## src/rtl/assert_macros.svh

```systemverilog
// Assertion helpers shared by the RTL files.
// AST_PROP checks a property on the rising clock edge, off while reset is low.
// AST_NEVER checks that a condition is never true on a rising clock edge.
`ifndef ASSERT_MACROS_SVH
`define ASSERT_MACROS_SVH
`ifndef SYNTHESIS
`define AST_PROP(lbl, clk, rst_n, prop) \
	lbl: assert property (@(posedge clk) disable iff (!rst_n) prop) \
		else $error("assertion failed");
`define AST_NEVER(lbl, clk, rst_n, cond) \
	lbl: assert property (@(posedge clk) disable iff (!rst_n) !(cond)) \
		else $error("forbidden condition seen");
`else
`define AST_PROP(lbl, clk, rst_n, prop)
`define AST_NEVER(lbl, clk, rst_n, cond)
`endif
`endif

```

## src/rtl/ioep_pkg.sv

```systemverilog
package ioep_pkg;

	localparam int OP_W      = 6;
	localparam int SITE_W    = 10;
	localparam int OPERAND_W = 64;
	localparam int CLASS_W   = 2;
	localparam int OUT_W     = 40;
	localparam int SLOT_W    = 4;
	localparam int SLOT_COUNT = 15;

	localparam logic [SLOT_W-1:0] NO_SLOT = 4'd15;

	localparam logic [OP_W-1:0] OP_ADD  = 6'd11;
	localparam logic [OP_W-1:0] OP_FADD = 6'd12;
	localparam logic [OP_W-1:0] OP_SUB  = 6'd13;
	localparam logic [OP_W-1:0] OP_FSUB = 6'd14;
	localparam logic [OP_W-1:0] OP_MUL  = 6'd15;
	localparam logic [OP_W-1:0] OP_FMUL = 6'd16;
	localparam logic [OP_W-1:0] OP_UDIV = 6'd17;
	localparam logic [OP_W-1:0] OP_SDIV = 6'd18;
	localparam logic [OP_W-1:0] OP_FDIV = 6'd19;
	localparam logic [OP_W-1:0] OP_SHL  = 6'd23;
	localparam logic [OP_W-1:0] OP_LSHR = 6'd24;
	localparam logic [OP_W-1:0] OP_ASHR = 6'd25;
	localparam logic [OP_W-1:0] OP_AND  = 6'd26;
	localparam logic [OP_W-1:0] OP_OR   = 6'd27;
	localparam logic [OP_W-1:0] OP_XOR  = 6'd28;

	localparam logic [CLASS_W-1:0] CLS_NONE = 2'd0;
	localparam logic [CLASS_W-1:0] CLS_A    = 2'd1;
	localparam logic [CLASS_W-1:0] CLS_B    = 2'd2;
	localparam logic [CLASS_W-1:0] CLS_BOTH = 2'd3;

	localparam logic [OPERAND_W-1:0] INT_ONE = 64'd1;
	localparam logic [OPERAND_W-1:0] DBL_ONE = 64'h3FF0_0000_0000_0000;

	typedef struct packed {
		logic clear;
		logic capture;
		logic update;
	} ioep_cmd_t;

	typedef struct packed {
		logic clear_last;
	} ioep_sts_t;

	function automatic logic [SLOT_W-1:0] slot_of(input logic [OP_W-1:0] op);
		logic [SLOT_W-1:0] slot;
		slot = NO_SLOT;
		if (op >= OP_ADD && op <= OP_FDIV)
			slot = SLOT_W'(op - OP_ADD);
		else if (op >= OP_SHL && op <= OP_XOR)
			slot = SLOT_W'(op - OP_SHL + 6'd9);
		return slot;
	endfunction

	function automatic logic dbl_zero(input logic [OPERAND_W-1:0] v);
		return v[OPERAND_W-2:0] == '0;
	endfunction

	function automatic logic [CLASS_W-1:0] classify(
		input logic [OP_W-1:0]      op,
		input logic [OPERAND_W-1:0] a,
		input logic [OPERAND_W-1:0] b,
		input logic                 dst_b
	);
		logic [CLASS_W-1:0] cls;
		cls = CLS_NONE;
		case (op) inside
			OP_ADD, OP_XOR: begin
				if (dst_b && a == '0)
					cls = CLS_A;
				else if (!dst_b && b == '0)
					cls = CLS_B;
			end
			OP_SUB, OP_SHL, OP_LSHR, OP_ASHR: begin
				if (!dst_b && b == '0)
					cls = CLS_B;
			end
			OP_MUL, OP_UDIV, OP_SDIV: begin
				if (dst_b && a == INT_ONE)
					cls = CLS_A;
				else if (!dst_b && b == INT_ONE)
					cls = CLS_B;
			end
			OP_AND, OP_OR: begin
				if (a == b)
					cls = CLS_BOTH;
			end
			OP_FADD: begin
				if (dst_b && dbl_zero(a))
					cls = CLS_A;
				else if (!dst_b && dbl_zero(b))
					cls = CLS_B;
			end
			OP_FSUB: begin
				if (!dst_b && dbl_zero(b))
					cls = CLS_B;
			end
			OP_FMUL: begin
				if (dst_b && a == DBL_ONE)
					cls = CLS_A;
				else if (!dst_b && b == DBL_ONE)
					cls = CLS_B;
			end
			OP_FDIV: begin
				if (!dst_b && b == DBL_ONE)
					cls = CLS_B;
			end
			default: cls = CLS_NONE;
		endcase
		return cls;
	endfunction

endpackage

```

## src/rtl/ioep_ctrl.sv

```systemverilog
`include "assert_macros.svh"

module ioep_ctrl
	import ioep_pkg::*;
(
	input  logic      clk,
	input  logic      arst_n,
	input  logic      in_valid,
	output logic      in_stall,
	output logic      out_valid,
	input  logic      out_stall,
	input  ioep_sts_t status,
	output ioep_cmd_t cmd
);

	typedef enum logic [1:0] {
		ST_CLEAR,
		ST_IDLE,
		ST_UPDATE
	} state_t;

	state_t state_q;
	logic   out_valid_q;
	logic   out_free;

	assign out_free  = !out_valid_q || !out_stall;
	assign in_stall  = state_q != ST_IDLE;
	assign out_valid = out_valid_q;

	assign cmd.clear   = state_q == ST_CLEAR;
	assign cmd.capture = (state_q == ST_IDLE) && in_valid;
	assign cmd.update  = (state_q == ST_UPDATE) && out_free;

	always_ff @(posedge clk or negedge arst_n) begin
		if (!arst_n) begin
			state_q     <= ST_CLEAR;
			out_valid_q <= 1'b0;
		end else begin
			// load a fresh result, or drop the one just taken
			if (cmd.update)
				out_valid_q <= 1'b1;
			else if (out_valid_q && !out_stall)
				out_valid_q <= 1'b0;
			unique case (state_q)
				ST_CLEAR: begin
					if (status.clear_last)
						state_q <= ST_IDLE;
				end
				ST_IDLE: begin
					if (in_valid)
						state_q <= ST_UPDATE;
				end
				ST_UPDATE: begin
					if (out_free)
						state_q <= ST_IDLE;
				end
				default: state_q <= ST_CLEAR;
			endcase
		end
	end

	`AST_PROP(a_accept_to_update, clk, arst_n, (in_valid && !in_stall) |=> (state_q == ST_UPDATE))
	`AST_PROP(a_result_from_update, clk, arst_n, $rose(out_valid_q) |-> $past(state_q == ST_UPDATE))
	`AST_PROP(a_wait_on_full, clk, arst_n, (state_q == ST_UPDATE && out_valid_q && out_stall) |=> (state_q == ST_UPDATE))
	`AST_NEVER(a_no_result_in_clear, clk, arst_n, state_q == ST_CLEAR && out_valid_q)

endmodule

```

## config.mk

```make
export PLATFORM = sky130hd
export DESIGN_NAME = ioep_ctrl
export DESIGN_NICKNAME = d
export VERILOG_FILES = /design/src/rtl/ioep_pkg.sv /design/src/rtl/ioep_ctrl.sv
export VERILOG_INCLUDE_DIRS = /design/src /design/src/rtl
export SDC_FILE = /design/constraint.sdc
export NUM_CORES = 1
export LEC_CHECK = 0
export ABC_CLOCK_PERIOD_IN_PS = 900
export BUFFER_PORTS_ARGS = -buffer_cell sky130_fd_sc_hd__clkbuf_2
export CORE_AREA = 3 3 40 42
export CTS_BUF_LIST = sky130_fd_sc_hd__clkbuf_8
export CTS_CLUSTER_DIAMETER = 40
export DETAILED_ROUTE_END_ITERATION = 12
export DIE_AREA = 0 0 43 45
export HOLD_SLACK_MARGIN = 0.15
export SLEW_MARGIN = 0
export SYNTH_ARGS = -nofsm -noshare
export SYNTH_HDL_FRONTEND = slang
export SYNTH_SLANG_ARGS = --single-unit
```

## constraint.sdc

```tcl
create_clock -name clk -period 0.9 [get_ports clk]
set_input_delay 0.09 -clock clk [delete_from_list [all_inputs] [get_ports clk]]
set_output_delay 0.09 -clock clk [all_outputs]
set_load 0.005 [all_outputs]
```

==> results of run 1 <==
[how the worst max path moves through the flow]
| stage | end | slack [ps] | cells after the start |
|---|---|---|---|
| after floorplan | state_q[0]$_DFFE_PN0P_ | 10 | 2 |
| after global placement | cmd[0] | -30 | 3 |
| after detailed placement | cmd[0] | -50 | 3 |
| after CTS | cmd[1] | -210 | 2 |
| after global routing | cmd[1] | -250 | 2 |
| final | cmd[1] | -200 | 2 |
[cells in the mapped netlist]
library cell  instances
nand2b_1              1
a21oi_1               1
nand2_1               2
and3b_1               1
nand2b_2              1
inv_1                 1
nor2_1                2
dfrtp_1               3
a21o_1                1
o32ai_2               1
and3_1                1
[power by group]
group | internal (uW) | switching, uW | leakage, uW
logic | 329 | 181 | 0.000130
clock network | 290 | 84.1 | 0.0000269
registers | 203 | 88.2 | 0.0000358
total | 822 | 353 | 0.000193
[cell families (layout without fill, tap and decap cells)]
group                  after synthesis  in the layout  share of synthesized area
and+or+nand+nor                      8              8                      0.295
AOI/OAI and AO/OA                    3              3                      0.189
DFF                                  3              3                      0.492
buffers and inverters                1             22                     0.0246
[critical path, delay by kind of cell (launching register included)]
| family | cells | cell delay [ps] |
|---|---|---|
| flip-flops | 1 | 440 |
| AND/OR/NAND/NOR | 1 | 240 |
| buffers and inverters | 1 | 120 |
[state kept, by name (all words and copies together), names as in the netlist]
| name | flops |
|---|---|
| out_valid | 1 |
| state_q | 2 |
[through the flow]
step	hold WS [ps]	setup slack [ps]	total power, uW	util
final	201	-200	1180	0.270
after CTS	182	-206	1140	0.264
after global routing	223	-253	1250	0.270
after floorplan	-206	11.0	425	-
after global placement	-111	-34.1	559	0.168
after detailed placement	-111	-45.2	566	0.168
[placed cells by master, fill, tap and decap left out]
cell           n
dlygate4sd3_1  3
and3_1         1
a21oi_2        1
inv_1          2
nand2_1        2
nand2b_2       1
o32ai_2        1
buf_6          1
nand2b_4       1
and3b_1        1
buf_4          4
buf_2          1
dfrtp_1        1
dfrtp_2        2
clkbuf_2       8
a21o_1         1
nor2_1         2
clkbuf_8       3
[area by class of cell]
| cell class | instances | area, sq um |
|---|---|---|
| Fill cell | 150 | 938 |
| Timing Repair Buffer | 17 | 116 |
| Multi-Input combinational cell | 11 | 85.1 |
| Sequential cell | 3 | 77.6 |
| Clock buffer | 3 | 41.3 |
| Tap cell | 15 | 18.8 |
| Clock inverter | 1 | 3.75 |
| Inverter | 1 | 3.75 |
[layer usage]
metal | vias up | GRT usage | routed length, microns | share of wire
li1 | 92 | - | - | -
met1 | 91 | 0.0557 | 164 | 0.33
met2 | 4 | 0.111 | 314 | 0.63
met3 | 0 | 0 | 20 | 0.040
met4 | 0 | 0.0904 | 0 | 0
met5 | - | 0 | 0 | 0
[repair_timing]
action                                  4_1_cts  5_1_grt
gates resized for setup                       5        1
buffers inserted                              4        1
hold buffers                                  3        0
endpoints found under the hold margin         5        0
endpoints found under the setup margin        6        6
pin swaps                                     1        1
==> metrics, run 1 <==
status=finished, violations left; failing checks=negative setup slack; # port buffers=9; clock skew=about 0.83 ps; CTS H-tree depth=1; min-delay worst type=primary input to flip-flop; Reg-to-Reg Start=state_q[1]$_DFFE_PN0P_; Critical Path, Cell by Cell=and3b_1, buf_2; Hold Violations, Final=0; Setup crit start=state_q[1]$_DFFE_PN0P_; gpl congestion=a little under 0.6; Chip Height=45 microns; Slew headroom=0.881; peak supply drop=approximately 0.00055 V; CTS tree=done; Hold Path Depth=3; Final min period=1100 ps; RSZ-0062 raised after global routing=true; Synth Register Bits=3; GR Overflow Total=0; reg2reg end=state_q[1]$_DFFE_PN0P_; Placed Area=216 sq um; Mapped Nets=20; top fanout value on the critical path=6; Post-Syn Instances=15; Yosys top cell by area=dfrtp_1; Die Width=around 43 microns; Rows=13; Synth area leaders=dfrtp_1 (49%), o32ai_2 (11%), and3b_1 (5.7%); Pre-antenna DRT Iters=1; DP HPWL=between 200 and 300 microns; Worst-Margin Slew=179 ps; HP Start=status; reg-to-reg slack, setup=-100 ps; gr usage total=0.0626; Slew Limit Fails=0; final net count=between 40 and 50; final worst setup slack=-200 ps; Worst Reg2Reg Path Length in Cells=3; CP endpoint kind=output pin; pwr/cell area=3390 nW/um^2; LEAKAGE=0.000193 uW; Worst path slowest cell=dfrtp_2; Setup Viol. Count Final=6; vias in the first global route=between 200 and 250; Clock Root Buffer=clkbuf_8; Core Region=1280 sq um; Vias=roughly 190; Yosys top cell area share=0.492; worst skew pair latency=210 ps; # diodes=0; clk slew on worst S/H paths=30 ps; CP peak stage delay=about 440 ps; die area=1940 sq um; Ys Warns=0; arrival time at the worst endpoint=1010 ps; Max Root-Sink Buffers=2; final wirelength=498 microns; Distinct cells, synth=11; post-synthesis cell area=153 sq um; antenna-violating nets left=0; largest net degree at the start of global routing=7; initial core utilization=0.119; layout cells sized above 1=0.639; Critical Path RT=810 ps; first-pass GRT wire length=834 microns; routed len/inst=9.76 microns; Hold Path Sink=state_q[0]$_DFFE_PN0P_; Syn Area/Cell=10.2 sq um; TritonCTS Sinks=3; Post-Route Setup TNS=-896 ps; period utilization=1.22; io pins=10; MaxCap Viol Count=0; post-route cell area=347 sq um; Post-Layout Cell Count=51; sequential element share of the synthesized area=0.492; CP Class=flip-flop to output pin; vias per cell=3.67; Area growth, synth to finish=127%; first-iteration detailed-routing DRC count=0; CTS Buf Count=3; DRC Markers=0; Critical Path Start Type=flip-flop; dpl cells=39; f_max=0.909 GHz; initial antenna violation count=0
Power figures use the tool's default switching activity.
==> inputs of run 2 (changes only) <==
- TNS_END_PERCENT: unset -> 10
==> run 2 against run 1 <==
  * The flow still finishes with violations (negative setup slack)
  * Worst setup slack improved by 1.5 ps
  * Maximum frequency rose by 0.13%
  * Clock-buffer cell count did not move
  * Largest cell class unchanged
  * Sequential share of layout area rose by 0.75 points
  * Critical path type unchanged
  * Worst hold slack got worse by 17 ps
  * Via count fell by 2.7%
  * Flip-flop and latch count did not move
  * Routed wire length fell by 3.2%
  * Highest routed layer unchanged
  * Sequential power barely moved
  * Non-clock buffer count fell by 1
  * Power fell by 4.3%
==> metrics, run 2 (synthesis gave the netlist of run 1 again) <==
CP peak stage delay=440 ps; met2 usage=0.111; Vias=182; reg2reg end=state_q[1]$_DFFE_PN0P_; FILL cells=150; vias per cell=approximately 3.6; MaxCap Viol Count=0; commonest non-fill, non-tap cell in the layout=clkbuf_2; initial antenna violation count=0; GRT met3 Usage=0; Placed Area=216 sq um; Critical Path RT=810 ps; Setup Viol. Count Final=6; Area growth, synth to finish=120%; Final min period=1100 ps; layout cells sized above 1=0.629; P_sw=340 uW; Slew headroom=0.881; Buffers & Inverters on Critical Path=1; Most Crowded Layer GR=met2; arrival time at the worst endpoint=around 1000 ps; clk slew on worst S/H paths=30 ps; critical path depth in cells=2; # port buffers=9; min-delay worst type=primary input to flip-flop; vias in the first global route=211; Rows=13; Clock Root Buffer=clkbuf_8; gr usage total=0.0626; die area=1940 sq um; most frequent cells in the layout=clkbuf_2 (8), buf_4 (4), clkbuf_8 (3), dlygate4sd3_1 (3); antenna-violating nets left=0; final worst setup slack=-198 ps; Worst path slowest cell=dfrtp_2; GRT met1 Usage=0.0557; worst skew pair latency=210 ps; Slew Limit Fails=0; DP HPWL=299 microns; Clk pwr share=0.331; top fanout value on the critical path=6; status=finished, violations left; post-route cell area=approximately 340 sq um; Worst Reg2Reg Path Length in Cells=3; period utilization=1.22; Die Width=43 microns; Max Root-Sink Buffers=2; # diodes=0; first-iteration detailed-routing DRC count=0; RSZ-0062 raised after global routing=true; sw frac=0.302; pwr/cell area=3350 nW/um^2; CP endpoint kind=output pin; Core Region=1280 sq um; Seq pwr share=0.257; CTS tree=done; CTS Buf Count=3; largest net degree at the start of global routing=7; f_max=0.910 GHz; peak supply drop=around 0.00052 V; CTS H-tree depth=1; Post-Route Setup TNS=-898 ps; Critical Path Start Type=flip-flop; Worst-Margin Slew=between 150 and 200 ps; max FFs per register=2; Setup crit end=cmd[1]; TritonCTS Sinks=3; final net count=41; initial core utilization=0.119; Chip Height=45 microns; clock skew=0.277 ps; routed len/inst=9.64 microns; CP Class=flip-flop to output pin; gpl congestion=around 0.58; first-pass GRT wire length=834 microns; Hold Violations, Final=0; LEAKAGE=0.000187 uW; Largest Register=state_q; Pre-antenna DRT Iters=1; failing checks=negative setup slack; io pins=10; Critical Path, Cell by Cell=and3b_1, buf_2; Reg-to-Reg Start=state_q[0]$_DFFE_PN0P_; DRC Markers=0; cell family with most CP delay=flip-flops; cell internal pwr=785 uW; reg-to-reg slack, setup=-100 ps; Setup crit start=state_q[1]$_DFFE_PN0P_; combinational power share=0.411; GR Overflow Total=0; final wirelength=a little under 500 microns
-- run 2: area by class of cell --
cell class              instances  area (sq um)  area share
well taps                      15          18.8      0.0560
repair buffers                 16           105       0.313
clock inverters                 1          3.75      0.0112
flip-flops and latches          3          77.6       0.231
clock buffers                   3          41.3       0.123
inverters                       1          3.75      0.0112
multi-input cells              11          85.1       0.254
-- run 2: repair_timing --
| action | in CTS | in global routing |
|---|---|---|
| buffers inserted | 4 | 0 |
| resized for setup | 4 | 1 |
| endpoints found under the setup margin | 6 | 6 |
| hold endpoints to repair | 5 | 0 |
| hold buffers | 3 | 0 |
| gates cloned | 0 | 0 |
-- run 2: worst min path at each step --
stage                       from                     end  cells past startpoint
after global placement    arst_n   out_valid$_DFFE_PN0P_                      1
final                     status  state_q[0]$_DFFE_PN0P_                      3
after global routing      arst_n  state_q[1]$_DFFE_PN0P_                      2
after floorplan           arst_n   out_valid$_DFFE_PN0P_                      0
after CTS                 status  state_q[0]$_DFFE_PN0P_                      3
after detailed placement  arst_n   out_valid$_DFFE_PN0P_                      1
-- run 2: worst min-delay path: stages --
cell	delay [ps]
clkbuf_2	80
nor2_1	100
o32ai_2	80
-- run 2: power by group through the flow --
stage	logic, uW	registers, uW	clock network (uW)
5_1_grt	507	305	390
2_1_floorplan	164	261	0
3_3_place_gp	286	272	0
4_1_cts	458	283	385
6_report	463	289	373
3_5_place_dp	289	277	0
-- run 2: per-layer routing --
layer | up-vias | part of all wire
li1 | 90 | -
met1 | 88 | 0.34
met2 | 4 | 0.62
met3 | 0 | 0.041
met4 | 0 | 0
met5 | - | 0
-- run 2: through the flow --
| stage | power (uW) | hold WS, ps | setup WS, ps | std cells | utilization |
|---|---|---|---|---|---|
| floorplan | 425 | -206 | 11.0 | 15 | - |
| global placement | 559 | -111 | -34.1 | 39 | 0.168 |
| detailed placement | 566 | -111 | -45.2 | 39 | 0.168 |
| CTS | 1120 | 182 | -206 | 50 | 0.261 |
| global route | 1200 | 223 | -253 | 50 | 0.261 |
| finish | 1120 | 184 | -198 | 50 | 0.261 |
